==> src/hdl/pse_pkg.sv <==
package pse_pkg;

  localparam int POS_W      = 32;
  localparam int TS_IN_W    = 32;
  localparam int REC_W      = 64;
  localparam int WIN_W      = 16;
  localparam int CNT_W      = 7;
  localparam int VEL_W      = 24;
  localparam int FRAC_SHIFT = 9;
  localparam int DIST_W     = POS_W + 1;
  localparam int QUO_W      = DIST_W + FRAC_SHIFT;
  localparam int SLOPE_W    = QUO_W + 1;
  localparam int VSUM_W     = SLOPE_W + 1;
  localparam int DIV_STEPS  = 2;
  localparam int CFG_IDX_W  = 1;
  localparam int CFG_DATA_W = 16;

  localparam logic signed [VSUM_W-1:0] VEL_MAX = VSUM_W'(2**(VEL_W-1) - 1);
  localparam logic signed [VSUM_W-1:0] VEL_MIN = -VEL_MAX - VSUM_W'(1);

  typedef enum logic [1:0] {
    KIND_POINT = 2'd0,
    KIND_FLUSH = 2'd1,
    KIND_START = 2'd2
  } kind_t;

  typedef enum logic [CFG_IDX_W-1:0] {
    CFG_SUBMODE = 1'b0,
    CFG_FIXED   = 1'b1
  } cfg_idx_t;

  typedef struct packed {
    logic done;
    logic rem_nz;
  } div_sts_t;

endpackage

==> src/hdl/pse_if.sv <==
interface pse_in_if import pse_pkg::*; ();
  logic                    valid;
  logic                    ready;
  logic [1:0]              kind;
  logic signed [POS_W-1:0] position;
  logic [TS_IN_W-1:0]      timestamp;

  modport source (output valid, kind, position, timestamp, input ready);
  modport sink   (input valid, kind, position, timestamp, output ready);
endinterface

interface pse_out_if import pse_pkg::*; ();
  logic             valid;
  logic             ready;
  logic [REC_W-1:0] record;

  modport source (output valid, record, input ready);
  modport sink   (input valid, record, output ready);
endinterface

interface pse_cfg_if import pse_pkg::*; ();
  logic                  valid;
  logic                  ready;
  logic [CFG_IDX_W-1:0]  index;
  logic [CFG_DATA_W-1:0] data;

  modport source (output valid, index, data, input ready);
  modport sink   (input valid, index, data, output ready);
endinterface

==> src/hdl/pse_divider.sv <==
module pse_divider import pse_pkg::*; #(
  parameter int DIVISOR_W = 32
) (
  input  logic                 clk,
  input  logic                 rst_n,
  input  logic                 start,
  input  logic [QUO_W-1:0]     dividend,
  input  logic [DIVISOR_W-1:0] divisor,
  output logic [QUO_W-1:0]     quotient,
  output div_sts_t             sts
);

  localparam int CYC    = QUO_W / DIV_STEPS;
  localparam int CYC_CW = $clog2(CYC);

  logic [DIVISOR_W-1:0] rem_r, rem_nxt, dvs_r;
  logic [QUO_W-1:0]     quo_r, quo_nxt;
  logic [CYC_CW-1:0]    cnt_r;
  logic                 busy_r;
  logic                 done_r;

  // restoring division, DIV_STEPS quotient bits per cycle
  always_comb begin
    logic [DIVISOR_W:0] trial;
    rem_nxt = rem_r;
    quo_nxt = quo_r;
    trial   = '0;
    for (int i = 0; i < DIV_STEPS; i++) begin
      trial   = {rem_nxt, quo_nxt[QUO_W-1]};
      quo_nxt = {quo_nxt[QUO_W-2:0], 1'b0};
      if (trial >= {1'b0, dvs_r}) begin
        trial      = trial - {1'b0, dvs_r};
        quo_nxt[0] = 1'b1;
      end
      rem_nxt = trial[DIVISOR_W-1:0];
    end
  end

  always_ff @(posedge clk) begin
    if (!rst_n) begin
      busy_r <= 1'b0;
      done_r <= 1'b0;
      cnt_r  <= '0;
    end else begin
      done_r <= 1'b0;
      if (start) begin
        busy_r <= 1'b1;
        cnt_r  <= '0;
      end else if (busy_r) begin
        cnt_r <= cnt_r + CYC_CW'(1);
        if (cnt_r == CYC_CW'(CYC - 1)) begin
          busy_r <= 1'b0;
          done_r <= 1'b1;
        end
      end
    end
  end

  always_ff @(posedge clk) begin
    if (start) begin
      rem_r <= '0;
      quo_r <= dividend;
      dvs_r <= divisor;
    end else if (busy_r) begin
      rem_r <= rem_nxt;
      quo_r <= quo_nxt;
    end
  end

  assign quotient   = quo_r;
  assign sts.done   = done_r;
  assign sts.rem_nz = |rem_r;

endmodule

==> src/hdl/pvt_setpoint_record_encoder.sv <==
// sequence: a flush record passes through emit, a PT record through prep and emit, before it is registered
// a PVT record with a next point goes through prep, two divides with load and wait steps each,
// and emit
// flow: one item at a time, the next beat can be taken in the cycle after the record is loaded;
// an output stall holds the encoder in emit
// a point that only fills the hold slot, a start, an empty flush or an unknown kind is taken in idle alone
// reset: synchronous active-low rst_n clears state, config, held and previous point, counter and output valid
module pvt_setpoint_record_encoder import pse_pkg::*; #(
  parameter int TIMESTAMP_BITS = 32
) (
  input  logic       clk,
  input  logic       rst_n,
  pse_cfg_if.sink    cfg_ch,
  pse_in_if.sink     in_ch,
  pse_out_if.source  out_ch
);

  localparam int TW = TIMESTAMP_BITS;

  typedef enum logic [6:0] {
    ST_IDLE = 7'b0000001,
    ST_PREP = 7'b0000010,
    ST_LD1  = 7'b0000100,
    ST_W1   = 7'b0001000,
    ST_LD2  = 7'b0010000,
    ST_W2   = 7'b0100000,
    ST_EMIT = 7'b1000000
  } state_t;

  state_t state_r, state_nxt;

  logic                     submode_r;
  logic [WIN_W-1:0]         fixed_r;
  logic signed [POS_W-1:0]  held_pos_r, prev_pos_r, in_pos_r;
  logic [TW-1:0]            held_time_r, prev_time_r, in_ts_r;
  logic                     held_valid_r, start_known_r;
  logic [CNT_W-1:0]         integ_r;
  logic [1:0]               in_kind_r;
  logic                     neg_r, tz_r;
  logic signed [VSUM_W-1:0] vsum_r;
  logic                     out_valid_r;
  logic [REC_W-1:0]         out_rec_r;

  logic                     in_fire, emit_fire, out_free, fixed_mode, have_next, in_sum;
  logic [TW-1:0]            t1, t2, ticks, ts_in;
  logic signed [POS_W-1:0]  d_from, d_to;
  logic signed [DIST_W-1:0] seg_diff;
  logic [DIST_W-1:0]        dist_mag;
  logic [QUO_W-1:0]         quotient;
  div_sts_t                 div_sts;
  logic                     div_start;
  logic signed [SLOPE_W-1:0] slope;
  logic signed [VSUM_W-1:0] vsum_add, vq;
  logic [VEL_W-1:0]         vel, vel_use;
  logic [WIN_W-1:0]         window;
  logic [REC_W-1:0]         rec;

  // config port
  assign cfg_ch.ready = 1'b1;

  always_ff @(posedge clk) begin
    if (!rst_n) begin
      submode_r <= 1'b0;
      fixed_r   <= '0;
    end else if (cfg_ch.valid) begin
      unique case (cfg_idx_t'(cfg_ch.index))
        CFG_SUBMODE: submode_r <= cfg_ch.data[0];
        CFG_FIXED:   fixed_r   <= cfg_ch.data;
      endcase
    end
  end

  // handshakes
  assign in_ch.ready   = (state_r == ST_IDLE);
  assign in_fire       = in_ch.valid && in_ch.ready;
  assign out_free      = !out_valid_r || out_ch.ready;
  assign emit_fire     = (state_r == ST_EMIT) && out_free;
  assign out_ch.valid  = out_valid_r;
  assign out_ch.record = out_rec_r;
  assign ts_in         = TW'(in_ch.timestamp);

  // tick intervals and segment distance
  assign fixed_mode = (fixed_r != '0);
  assign have_next  = (in_kind_r == KIND_POINT);
  assign t1         = fixed_mode ? TW'(fixed_r) : held_time_r - prev_time_r;
  assign t2         = fixed_mode ? TW'(fixed_r) : in_ts_r - held_time_r;
  assign ticks      = (state_r == ST_LD2) ? t2 : t1;
  assign d_from     = (state_r == ST_LD2) ? held_pos_r : prev_pos_r;
  assign d_to       = (state_r == ST_LD2) ? in_pos_r : held_pos_r;
  assign seg_diff   = {d_to[POS_W-1], d_to} - {d_from[POS_W-1], d_from};
  assign dist_mag   = seg_diff[DIST_W-1] ? DIST_W'(-seg_diff) : DIST_W'(seg_diff);
  assign div_start  = (state_r == ST_LD1) || (state_r == ST_LD2);

  pse_divider #(
    .DIVISOR_W (TW)
  ) u_div (
    .clk      (clk),
    .rst_n    (rst_n),
    .start    (div_start),
    .dividend ({dist_mag, {FRAC_SHIFT{1'b0}}}),
    .divisor  (ticks),
    .quotient (quotient),
    .sts      (div_sts)
  );

  // floored slope, zero over zero ticks
  always_comb begin
    if (tz_r) begin
      slope = '0;
    end else if (neg_r) begin
      slope = -($signed({1'b0, quotient}) + SLOPE_W'(div_sts.rem_nz));
    end else begin
      slope = $signed({1'b0, quotient});
    end
  end

  assign in_sum   = (state_r == ST_W2);
  assign vsum_add = (in_sum ? vsum_r : '0) + {slope[SLOPE_W-1], slope};

  // mean of slopes, floored, saturated to 16.8
  assign vq = vsum_r >>> 2;
  always_comb begin
    priority if (vq > VEL_MAX) begin
      vel = VEL_MAX[VEL_W-1:0];
    end else if (vq < VEL_MIN) begin
      vel = VEL_MIN[VEL_W-1:0];
    end else begin
      vel = vq[VEL_W-1:0];
    end
  end

  assign vel_use = have_next ? vel : '0;
  assign window  = t1[WIN_W-1:0];

  always_comb begin
    if (submode_r) begin
      rec = {integ_r, window[8:0], vel_use[VEL_W-1:8], held_pos_r[23:16],
             vel_use[7:0], held_pos_r[15:0]};
    end else begin
      rec = {integ_r, 9'd0, window, held_pos_r};
    end
  end

  // sequencer
  always_comb begin
    state_nxt = state_r;
    unique case (state_r)
      ST_IDLE: begin
        if (in_fire && held_valid_r) begin
          if (in_ch.kind == KIND_POINT) begin
            state_nxt = ST_PREP;
          end else if (in_ch.kind == KIND_FLUSH) begin
            state_nxt = ST_EMIT;
          end
        end
      end
      ST_PREP: state_nxt = submode_r ? ST_LD1 : ST_EMIT;
      ST_LD1:  state_nxt = ST_W1;
      ST_W1:   state_nxt = div_sts.done ? ST_LD2 : ST_W1;
      ST_LD2:  state_nxt = ST_W2;
      ST_W2:   state_nxt = div_sts.done ? ST_EMIT : ST_W2;
      ST_EMIT: state_nxt = out_free ? ST_IDLE : ST_EMIT;
      default: state_nxt = ST_IDLE;
    endcase
  end

  always_ff @(posedge clk) begin
    if (!rst_n) begin
      state_r       <= ST_IDLE;
      held_pos_r    <= '0;
      held_time_r   <= '0;
      held_valid_r  <= 1'b0;
      prev_pos_r    <= '0;
      prev_time_r   <= '0;
      start_known_r <= 1'b0;
      integ_r       <= '0;
      out_valid_r   <= 1'b0;
    end else begin
      state_r <= state_nxt;
      if (in_fire) begin
        if (in_ch.kind == KIND_POINT && !held_valid_r) begin
          held_pos_r   <= in_ch.position;
          held_time_r  <= ts_in;
          held_valid_r <= 1'b1;
        end else if (in_ch.kind == KIND_START) begin
          prev_pos_r    <= in_ch.position;
          prev_time_r   <= '0;
          start_known_r <= 1'b0;
          held_valid_r  <= 1'b0;
          held_pos_r    <= '0;
          held_time_r   <= '0;
        end
      end
      // start time inferred from the first two points
      if (state_r == ST_PREP && !start_known_r) begin
        prev_time_r   <= (held_time_r << 1) - in_ts_r;
        start_known_r <= 1'b1;
      end
      if (emit_fire) begin
        out_valid_r   <= 1'b1;
        prev_pos_r    <= held_pos_r;
        prev_time_r   <= held_time_r;
        start_known_r <= 1'b1;
        integ_r       <= integ_r + CNT_W'(1);
        if (have_next) begin
          held_pos_r   <= in_pos_r;
          held_time_r  <= in_ts_r;
          held_valid_r <= 1'b1;
        end else begin
          held_valid_r <= 1'b0;
        end
      end else if (out_ch.ready) begin
        out_valid_r <= 1'b0;
      end
    end
  end

  always_ff @(posedge clk) begin
    if (in_fire) begin
      in_kind_r <= in_ch.kind;
      in_pos_r  <= in_ch.position;
      in_ts_r   <= ts_in;
    end
    if (div_start) begin
      neg_r <= seg_diff[DIST_W-1];
      tz_r  <= (ticks == '0);
    end
    if ((state_r == ST_W1 || state_r == ST_W2) && div_sts.done) begin
      vsum_r <= vsum_add;
    end
    if (emit_fire) begin
      out_rec_r <= rec;
    end
  end

  a_div_done_in_wait: assert property (@(posedge clk) disable iff (!rst_n)
    div_sts.done |-> (state_r == ST_W1 || state_r == ST_W2))
    else $error("divider finished outside a wait step");

  a_emit_has_point: assert property (@(posedge clk) disable iff (!rst_n)
    (state_r == ST_EMIT) |-> held_valid_r)
    else $error("record emitted with no held point");

  a_counter_steps: assert property (@(posedge clk) disable iff (!rst_n)
    emit_fire |=> (integ_r == $past(integ_r) + CNT_W'(1)) && out_valid_r)
    else $error("integrity counter did not advance with a record");

  a_start_clears: assert property (@(posedge clk) disable iff (!rst_n)
    (in_fire && in_ch.kind == KIND_START) |=> !held_valid_r && !start_known_r)
    else $error("start did not clear the held point");

endmodule

==> src/flat_wrapper.sv <==
// flat-port wrapper written by rule: the top's interface ports become plain ports
module pvt_setpoint_record_encoder_flat import pse_pkg::*;
#(
  parameter int TIMESTAMP_BITS = 32
)
  (clk, rst_n, cfg_ch_valid, cfg_ch_index, cfg_ch_data, cfg_ch_ready, in_ch_valid, in_ch_kind, in_ch_position, in_ch_timestamp, in_ch_ready, out_ch_valid, out_ch_record, out_ch_ready);
  pse_cfg_if cfg_ch_i ();
  pse_in_if in_ch_i ();
  pse_out_if out_ch_i ();
  input  logic clk;
  input  logic rst_n;
  input wire logic [$bits(cfg_ch_i.valid)-1:0] cfg_ch_valid;
  input wire logic [$bits(cfg_ch_i.index)-1:0] cfg_ch_index;
  input wire logic [$bits(cfg_ch_i.data)-1:0] cfg_ch_data;
  output wire logic [$bits(cfg_ch_i.ready)-1:0] cfg_ch_ready;
  input wire logic [$bits(in_ch_i.valid)-1:0] in_ch_valid;
  input wire logic [$bits(in_ch_i.kind)-1:0] in_ch_kind;
  input wire logic [$bits(in_ch_i.position)-1:0] in_ch_position;
  input wire logic [$bits(in_ch_i.timestamp)-1:0] in_ch_timestamp;
  output wire logic [$bits(in_ch_i.ready)-1:0] in_ch_ready;
  output wire logic [$bits(out_ch_i.valid)-1:0] out_ch_valid;
  output wire logic [$bits(out_ch_i.record)-1:0] out_ch_record;
  input wire logic [$bits(out_ch_i.ready)-1:0] out_ch_ready;
  assign cfg_ch_i.valid = cfg_ch_valid;
  assign cfg_ch_i.index = cfg_ch_index;
  assign cfg_ch_i.data = cfg_ch_data;
  assign cfg_ch_ready = cfg_ch_i.ready;
  assign in_ch_i.valid = in_ch_valid;
  assign in_ch_i.kind = in_ch_kind;
  assign in_ch_i.position = in_ch_position;
  assign in_ch_i.timestamp = in_ch_timestamp;
  assign in_ch_ready = in_ch_i.ready;
  assign out_ch_valid = out_ch_i.valid;
  assign out_ch_record = out_ch_i.record;
  assign out_ch_i.ready = out_ch_ready;
  pvt_setpoint_record_encoder #(.TIMESTAMP_BITS(TIMESTAMP_BITS)) u_core (.clk(clk), .rst_n(rst_n), .cfg_ch(cfg_ch_i), .in_ch(in_ch_i), .out_ch(out_ch_i));
endmodule
==> config.mk <==
export PLATFORM = sky130hd
export DESIGN_NAME = pvt_setpoint_record_encoder_flat
export DESIGN_NICKNAME = d
export VERILOG_FILES = /design/src/hdl/pse_pkg.sv /design/src/hdl/pse_if.sv /design/src/hdl/pse_divider.sv /design/src/hdl/pvt_setpoint_record_encoder.sv /design/src/flat_wrapper.sv
export SDC_FILE = /design/constraint.sdc
export NUM_CORES = 2
export LEC_CHECK = 0
export BUFFER_PORTS_ARGS = -buffer_cell sky130_fd_sc_hd__buf_2
export CELL_PAD_IN_SITES_DETAIL_PLACEMENT = 1
export CELL_PAD_IN_SITES_GLOBAL_PLACEMENT = 2
export CORE_AREA = 3 3 445 227
export DETAILED_ROUTE_END_ITERATION = 12
export DIE_AREA = 0 0 448 230
export GPL_TIMING_DRIVEN = 0
export PLACE_DENSITY_LB_ADDON = 0.1
export SYNTH_ARGS = -nofsm -noshare
export SYNTH_HDL_FRONTEND = slang
export SYNTH_SLANG_ARGS = --single-unit
==> constraint.sdc <==
create_clock -name clk -period 7.5 [get_ports clk]
set_clock_uncertainty 0.15 [all_clocks]
set_input_delay 0.75 -clock clk [delete_from_list [all_inputs] [get_ports clk]]
set_output_delay 0.75 -clock clk [all_outputs]
set_load 0.02 [all_outputs]
# --- Word-level counts from Yosys, hierarchy flattened ---
# Cells that the tools add are included.
op_classes:
  mux: 61
  n_addsub: 12
  reduce_logical: 32
  n_lt_le_gt_ge: 4
  bitwise_logic: 3
  n_eq_ne: 14
op_table:
  columns: ["op", "count"]
  rows:
  - ["2-to-1 mux 32 bit", 26]
  - ["subtractor 32 bit", 5]
  - ["2-to-1 mux 43 bit", 2]
  - ["2-to-1 mux 42 bit", 2]
  - ["2-to-1 mux 24 bit", 3]
  - ["greater-or-equal comparator 33 x 32 -> 1 bit", 2]
  - ["one-hot mux 7 bit (7 select lines)", 1]
  - ["2-to-1 mux 48 bit", 1]
  - ["adder 44 bit", 1]
  - ["2-to-1 mux 44 bit", 1]
  - ["adder 42 x 1 -> 43 bit", 1]
  - ["negator 43 bit", 1]
  - ["> comparator 42 x 24 -> 1 bit, second input constant", 1]
  - ["less-than comparator 42 x 24 -> 1 bit, second input constant", 1]
  - ["2-to-1 mux 7 bit", 6]
  - ["2-to-1 mux 33 bit", 1]
  - ["negator 33 bit", 1]
  - ["subtractor 32 x 32 -> 33 bit", 1]
  - ["zero test 32 bit", 1]
  - ["OR reduction 32 bit", 1]
  - ["2-to-1 mux 1 bit", 17]
  - ["nonzero test 16 bit", 1]
  - ["nonzero test 3 bit", 3]
  - ["AND reduction 2 bit", 4]
  - ["26 further kinds", 42]
totals:
  wordCells: 152
  ff_bits: 451

# --- Depth between registers and ports, before layout ---
depth:
  word_depth: 6
  depth_mapped: 31
  mapped_depth_nobuf: 31

# --- Cells and area by module ---
# Synthesis repeated with hierarchy kept, for this count alone.
unflattened:
  cells_unflattened: 4010
  hier_area_um2: 34615.7
modules_own_cells:
  columns: ["module", "seq_area_each_um2", "cells_per_inst", "area_each_um2", "instances"]
  rows:
  - ["pvt_setpoint_record_encoder", 8528.2, 3110, 26145.1, 1]
  - ["pse_divider", 3002.9, 900, 8470.6, 1]

# --- Worst setup path before layout ---
# Ideal clock, no wire load.
synth_path:
  path_kind: "reg-to-reg"
  from: "register u_core.u_div.dvs_r[6]"
  to: "register u_core.u_div.rem_r[11]"
  path_stages_with_launch: 26
  slack_ps: 1270
  path_buffers: 3
  arrival_time_ps: 5947
  setup_time_ps: 133
  cell_sequence: "edfxtp_1 > inv_1 > ha_1 > a2111oi_0 > a211oi_1 > o21ai_0 > o21ai_0 > a211oi_1 > o21a_1 > clkbuf_1 > clkbuf_1 > nand2_1 > o31ai_1 > ha_1 > a21oi_1 > and2_1 > a21oi_1 > o41a_1 > a41o_1 > a2111oi_0 > nor3_1 > a211oi_1 > nand2_1 > clkbuf_1 > mux2i_1 > a21oi_1"
synth_between:
  elab_chain_len: 4
  elab_cells_between_ends: 6
synth_rtl:
  columns: ["item", "line", "rtl"]
  rows:
  - ["start, declared", "pse_divider.sv:16", "logic [DIVISOR_W-1:0] rem_r, rem_nxt, dvs_r;"]
  - ["start signal, assigned", "pse_divider.sv:63", "dvs_r <= divisor;"]
  - ["subtractor 32 bit / greater-or-equal comparator 33 x 32 -> 1 bit (equally long branches)", "pse_divider.sv:32, pse_divider.sv:31", null]
  - ["2-to-1 mux 32 bit", "pse_divider.sv:31", "if (trial >= {1'b0, dvs_r}) begin"]
  - ["subtractor 32 bit / greater-or-equal comparator 33 x 32 -> 1 bit (equally long branches)", "pse_divider.sv:32, pse_divider.sv:31", null]
  - ["2-to-1 mux 32 bit (*)", "pse_divider.sv:31", null]
  - ["end signal, assigned", "pse_divider.sv:65", "rem_r <= rem_nxt;"]
  - ["end, declared", "pse_divider.sv:16", null]
# Every way passes the cells marked *; elsewhere a longest branch is shown, timed or not.
# A chain may end at the register's enable or synchronous reset.

# --- Worst setup path after layout ---
layout_path:
  from: "register u_core.u_div.dvs_r[6]"
  to: "register u_core.u_div.rem_r[15]"
# Same word-level chain as after synthesis.

==> out/qor.txt <==
DRT iter0 DRCs -> 2268
Initial Utilization -> 0.349
Post-Syn Instances -> 3949
Max reg flops -> 64
Final core occ -> 0.393
Least-Margin Pin Slew -> 1290 ps
Synth cell types -> 83
Share of the cycle needed by the critical path after routing -> 0.966
WS Path Type -> reg -> reg
Final Hold Slack -> 126 ps
Drc violations -> 0
Setup slack at placement -> -1860 ps
DP Wirelength -> 111 mm
Crit path DAT -> 7550 ps
Die Area -> 103000 sq um
Setup ws final -> 257 ps
Largest family of logic cells by synthesized area -> compound AO/OA/AOI/OAI gates
TritonCTS clock tree -> yes
Worst Setup SP -> u_core.u_div.dvs_r[6]
Number of H-tree levels -> 2
EDFF count, synth -> 241
Initial antenna violation count -> 6
Final setup viols -> 0
Worst vdd ir -> 0.179 mV
Ys Warns -> 0
Tightest Hold Check Type -> in -> reg
PwrDens -> 230 nW/um^2
Synthesized cell area -> 34000 sq um
Total power draw -> 8.78 mW
Synth Area per Inst -> 8.60 sq um
Required time of the critical path -> 7810 ps
Critical R2R Launch -> u_core.u_div.dvs_r[6]
CTS Hold Bufs -> 0
Critical R2R Capture -> u_core.u_div.rem_r[15]
Period minus WS final -> 7240 ps
Number of CTS-inserted buffers -> 48
Vias in the first global route -> 31.7k
Hold path start -> in_ch_timestamp[23]
DR vias/cell -> 5.80
CP max stage cell -> a2111oi_4
Syn nets -> 4324
Bufs and invs on worst path -> 3
Register bit count reported by yosys -> 451
Setup TNS -> 0 ps
R2r setup slk -> 260 ps
Maximum number of pins on one net before global-route repair -> 44
Reg2reg path depth -> 24
Max-cap violations -> 0
Synth Area in Adders -> 0.107
DRT Pass-1 Iters -> 8
Die H -> 230 um
CTS Root Cell -> clkbuf_16
Simple-Gate Fraction of Synth Area -> 0.167
Crit path largest cell delay -> 530 ps
Startpoint types -> flip-flop
Status -> completed
Post-Route WL -> 138 mm
Worst Hold End -> u_core.in_ts_r[23]
Max Root-Sink Buffers -> 3
Crit end category -> flip-flop
Max-slew violation count -> 0
Core area -> 97300 sq um
Sequential fraction of the synthesis area -> 0.337
Slew margin rel. -> 0.135
Row count -> 81
Fraction of registers with async set/reset -> 0
Crit-path leading delay family -> compound AO/OA/AOI/OAI gates
Clock latency on the worst-skew pair -> 670 ps
Placed cells -> 5393
Clock Sink Count -> 451
RD Place Congestion -> 0.888
CTS clk-pin slew, worst paths -> 70 ps
Die X -> 448 um
Final Hold Fails -> 0
Dpl cell area -> 36500 sq um
Prevailing post-synth register cell -> edfxtp_1
Compound-Gate Fraction of Synth Area -> 0.239
P_leak -> 15.9 nW
Top-level I/O count -> 155
Wirelength per Cell -> 25.2 um
Hold Crit Depth -> 1
Grt ovf -> 0
Vias post-DR -> 31.8k
Share of cells above drive strength 1 -> 0.0787
Crit path max fanout -> 10
Layout Nets -> 4531
RSZ-0062 raised after global routing -> false
Xor-xnor portion of the synthesized cell area -> 0.0678
ANT nets after route -> 0
CP dominant cell by count -> a21oi_1
First-pass GRT wire length -> 206 mm
Worst path cell trace -> inv_1 > ha_1 > a2111oi_1 > a211oi_1 > o21ai_0 > o21ai_2 > a211oi_2 > o21a_2 > clkbuf_4 > nand2_1 > o31ai_1 > ha_1 > a21oi_1 > and2_1 > a21oi_1 > o41a_1 > a41o_1 > a2111oi_4 > nor3_1 > a211oi_1 > nand2_2 > clkbuf_1 > o21ai_0 > a21oi_1
Post-synthesis mux area share -> 0.0356
Gr usage total -> 0.262
Maximum clock rate -> 138 MHz
Cell area after layout -> 38200 sq um
Port-buffer cells -> 153
Cell Count, Final, Fillers Out -> 5486
Layout overhead on the synthesized area -> 12.6%
[report_power, final]
part	total [mW]	internal, mW	leakage, nW	switching (mW)
Clock	2.50	1.32	0.742	1.18
Combinational	3.45	1.33	11.2	2.12
Sequential	2.83	2.70	3.91	0.126
Total	8.78	5.35	15.9	3.43
[how the worst max path moves through the flow]
stage / cells after the start / slack [ps] / to
global route: 26 / 10 / u_core.u_div.rem_r[15]
finish: 24 / 260 / u_core.u_div.rem_r[15]
global placement: 21 / -1940 / u_core.u_div.quotient[39]
detailed placement: 25 / -1860 / u_core.u_div.rem_r[30]
CTS: 28 / 2 / u_core.vsum_r[43]
floorplan: 25 / 1270 / u_core.u_div.rem_r[11]
[cell usage after synthesis, types with 16 or more instances]
| cell | n | area, sq um |
|---|---|---|
| nand2_1 | 348 | 1310 |
| a21oi_1 | 332 | 1660 |
| nor2_1 | 305 | 1140 |
| ha_1 | 280 | 3500 |
| inv_1 | 248 | 931 |
| edfxtp_1 | 241 | 7240 |
| dfxtp_1 | 210 | 4200 |
| o21ai_0 | 203 | 1020 |
| xnor2_1 | 155 | 1360 |
| clkbuf_1 | 153 | 574 |
| a21o_1 | 141 | 1060 |
| xor2_1 | 108 | 946 |
| mux2i_1 | 105 | 1050 |
| nand3_1 | 100 | 500 |
| nor3_1 | 94 | 470 |
| a221oi_1 | 74 | 648 |
| a211oi_1 | 70 | 526 |
| and2_1 | 64 | 400 |
| o22ai_1 | 58 | 363 |
| nor2b_1 | 48 | 300 |
| o21a_1 | 42 | 315 |
| nand2b_1 | 40 | 250 |
| and3_1 | 38 | 238 |
| nand4_1 | 37 | 231 |
| a31oi_1 | 36 | 225 |
| a311oi_1 | 34 | 298 |
| o21bai_1 | 32 | 240 |
| a222oi_1 | 24 | 240 |
| nor4_1 | 24 | 150 |
| o31ai_1 | 22 | 165 |
| a221o_1 | 19 | 190 |
| o211ai_1 | 19 | 143 |
| or2_2 | 16 | 100 |
[worst register-to-register path, cell delays in order, from the launching register on]
cell,delay [ps]
edfxtp_1,360
inv_1,210
ha_1,350
a2111oi_1,510
a211oi_1,100
o21ai_0,160
o21ai_2,170
a211oi_2,300
o21a_2,310
clkbuf_4,310
nand2_1,80
o31ai_1,110
ha_1,370
a21oi_1,270
and2_1,190
a21oi_1,120
o41a_1,420
a41o_1,420
a2111oi_4,540
nor3_1,120
a211oi_1,340
nand2_2,360
clkbuf_1,390
o21ai_0,290
a21oi_1,100
[cells in the final DEF (no fill, tap or decap), drive strengths merged, types with 32 or more instances in the layout]
cell type / count
a211oi: 70
a21o: 141
a21oi: 332
a221oi: 74
a311oi: 34
a31oi: 36
and2: 65
and3: 38
buf: 178
clkbuf: 215
dfxtp: 210
edfxtp: 241
ha: 280
inv: 250
mux2i: 105
nand2: 348
nand2b: 40
nand3: 100
nand4: 37
nor2: 305
nor2b: 48
nor3: 96
o21a: 42
o21ai: 205
o21bai: 32
o22ai: 58
xnor2: 155
xor2: 108
[routing by layer]
layer | GRT usage | part of all wire | vias to the layer above
li1 | - | - | 15000
met1 | 0.397 | 0.50 | 16000
met2 | 0.393 | 0.42 | 693
met3 | 0.0377 | 0.055 | 111
met4 | 0.0477 | 0.017 | 0
met5 | 0 | 0 | -
[logic make-up (layout without fill, tap and decap cells)]
logic type,after synthesis,in the layout
adders and majority gates,287,287
DFF,451,451
and+or+nand+nor,1187,1187
buffers and inverters,421,667
muxes,119,119
other,1,6
xor gates and xnor gates,263,263
AOI/OAI and AO/OA,1220,1220
[repair_timing]
| item | CTS | global route |
|---|---|---|
| gates resized for setup | 36 | 25 |
| endpoints found under the setup margin | 56 | 49 |
| buffers inserted | 1 | 0 |
| pin swaps | 1 | 2 |
[layout make-up]
type | instances | area, sq um
fillers | 11600 | 59100
multi-input cells | 3077 | 21100
flip-flops and latches | 451 | 11400
well taps | 1286 | 1610
clock buffers | 64 | 1270
inverters | 249 | 937
repair buffers | 159 | 876
plain buffers | 170 | 681
clock inverters | 25 | 273
diodes | 5 | 12.5
No activity file was read; power rests on OpenSTA's default activity.
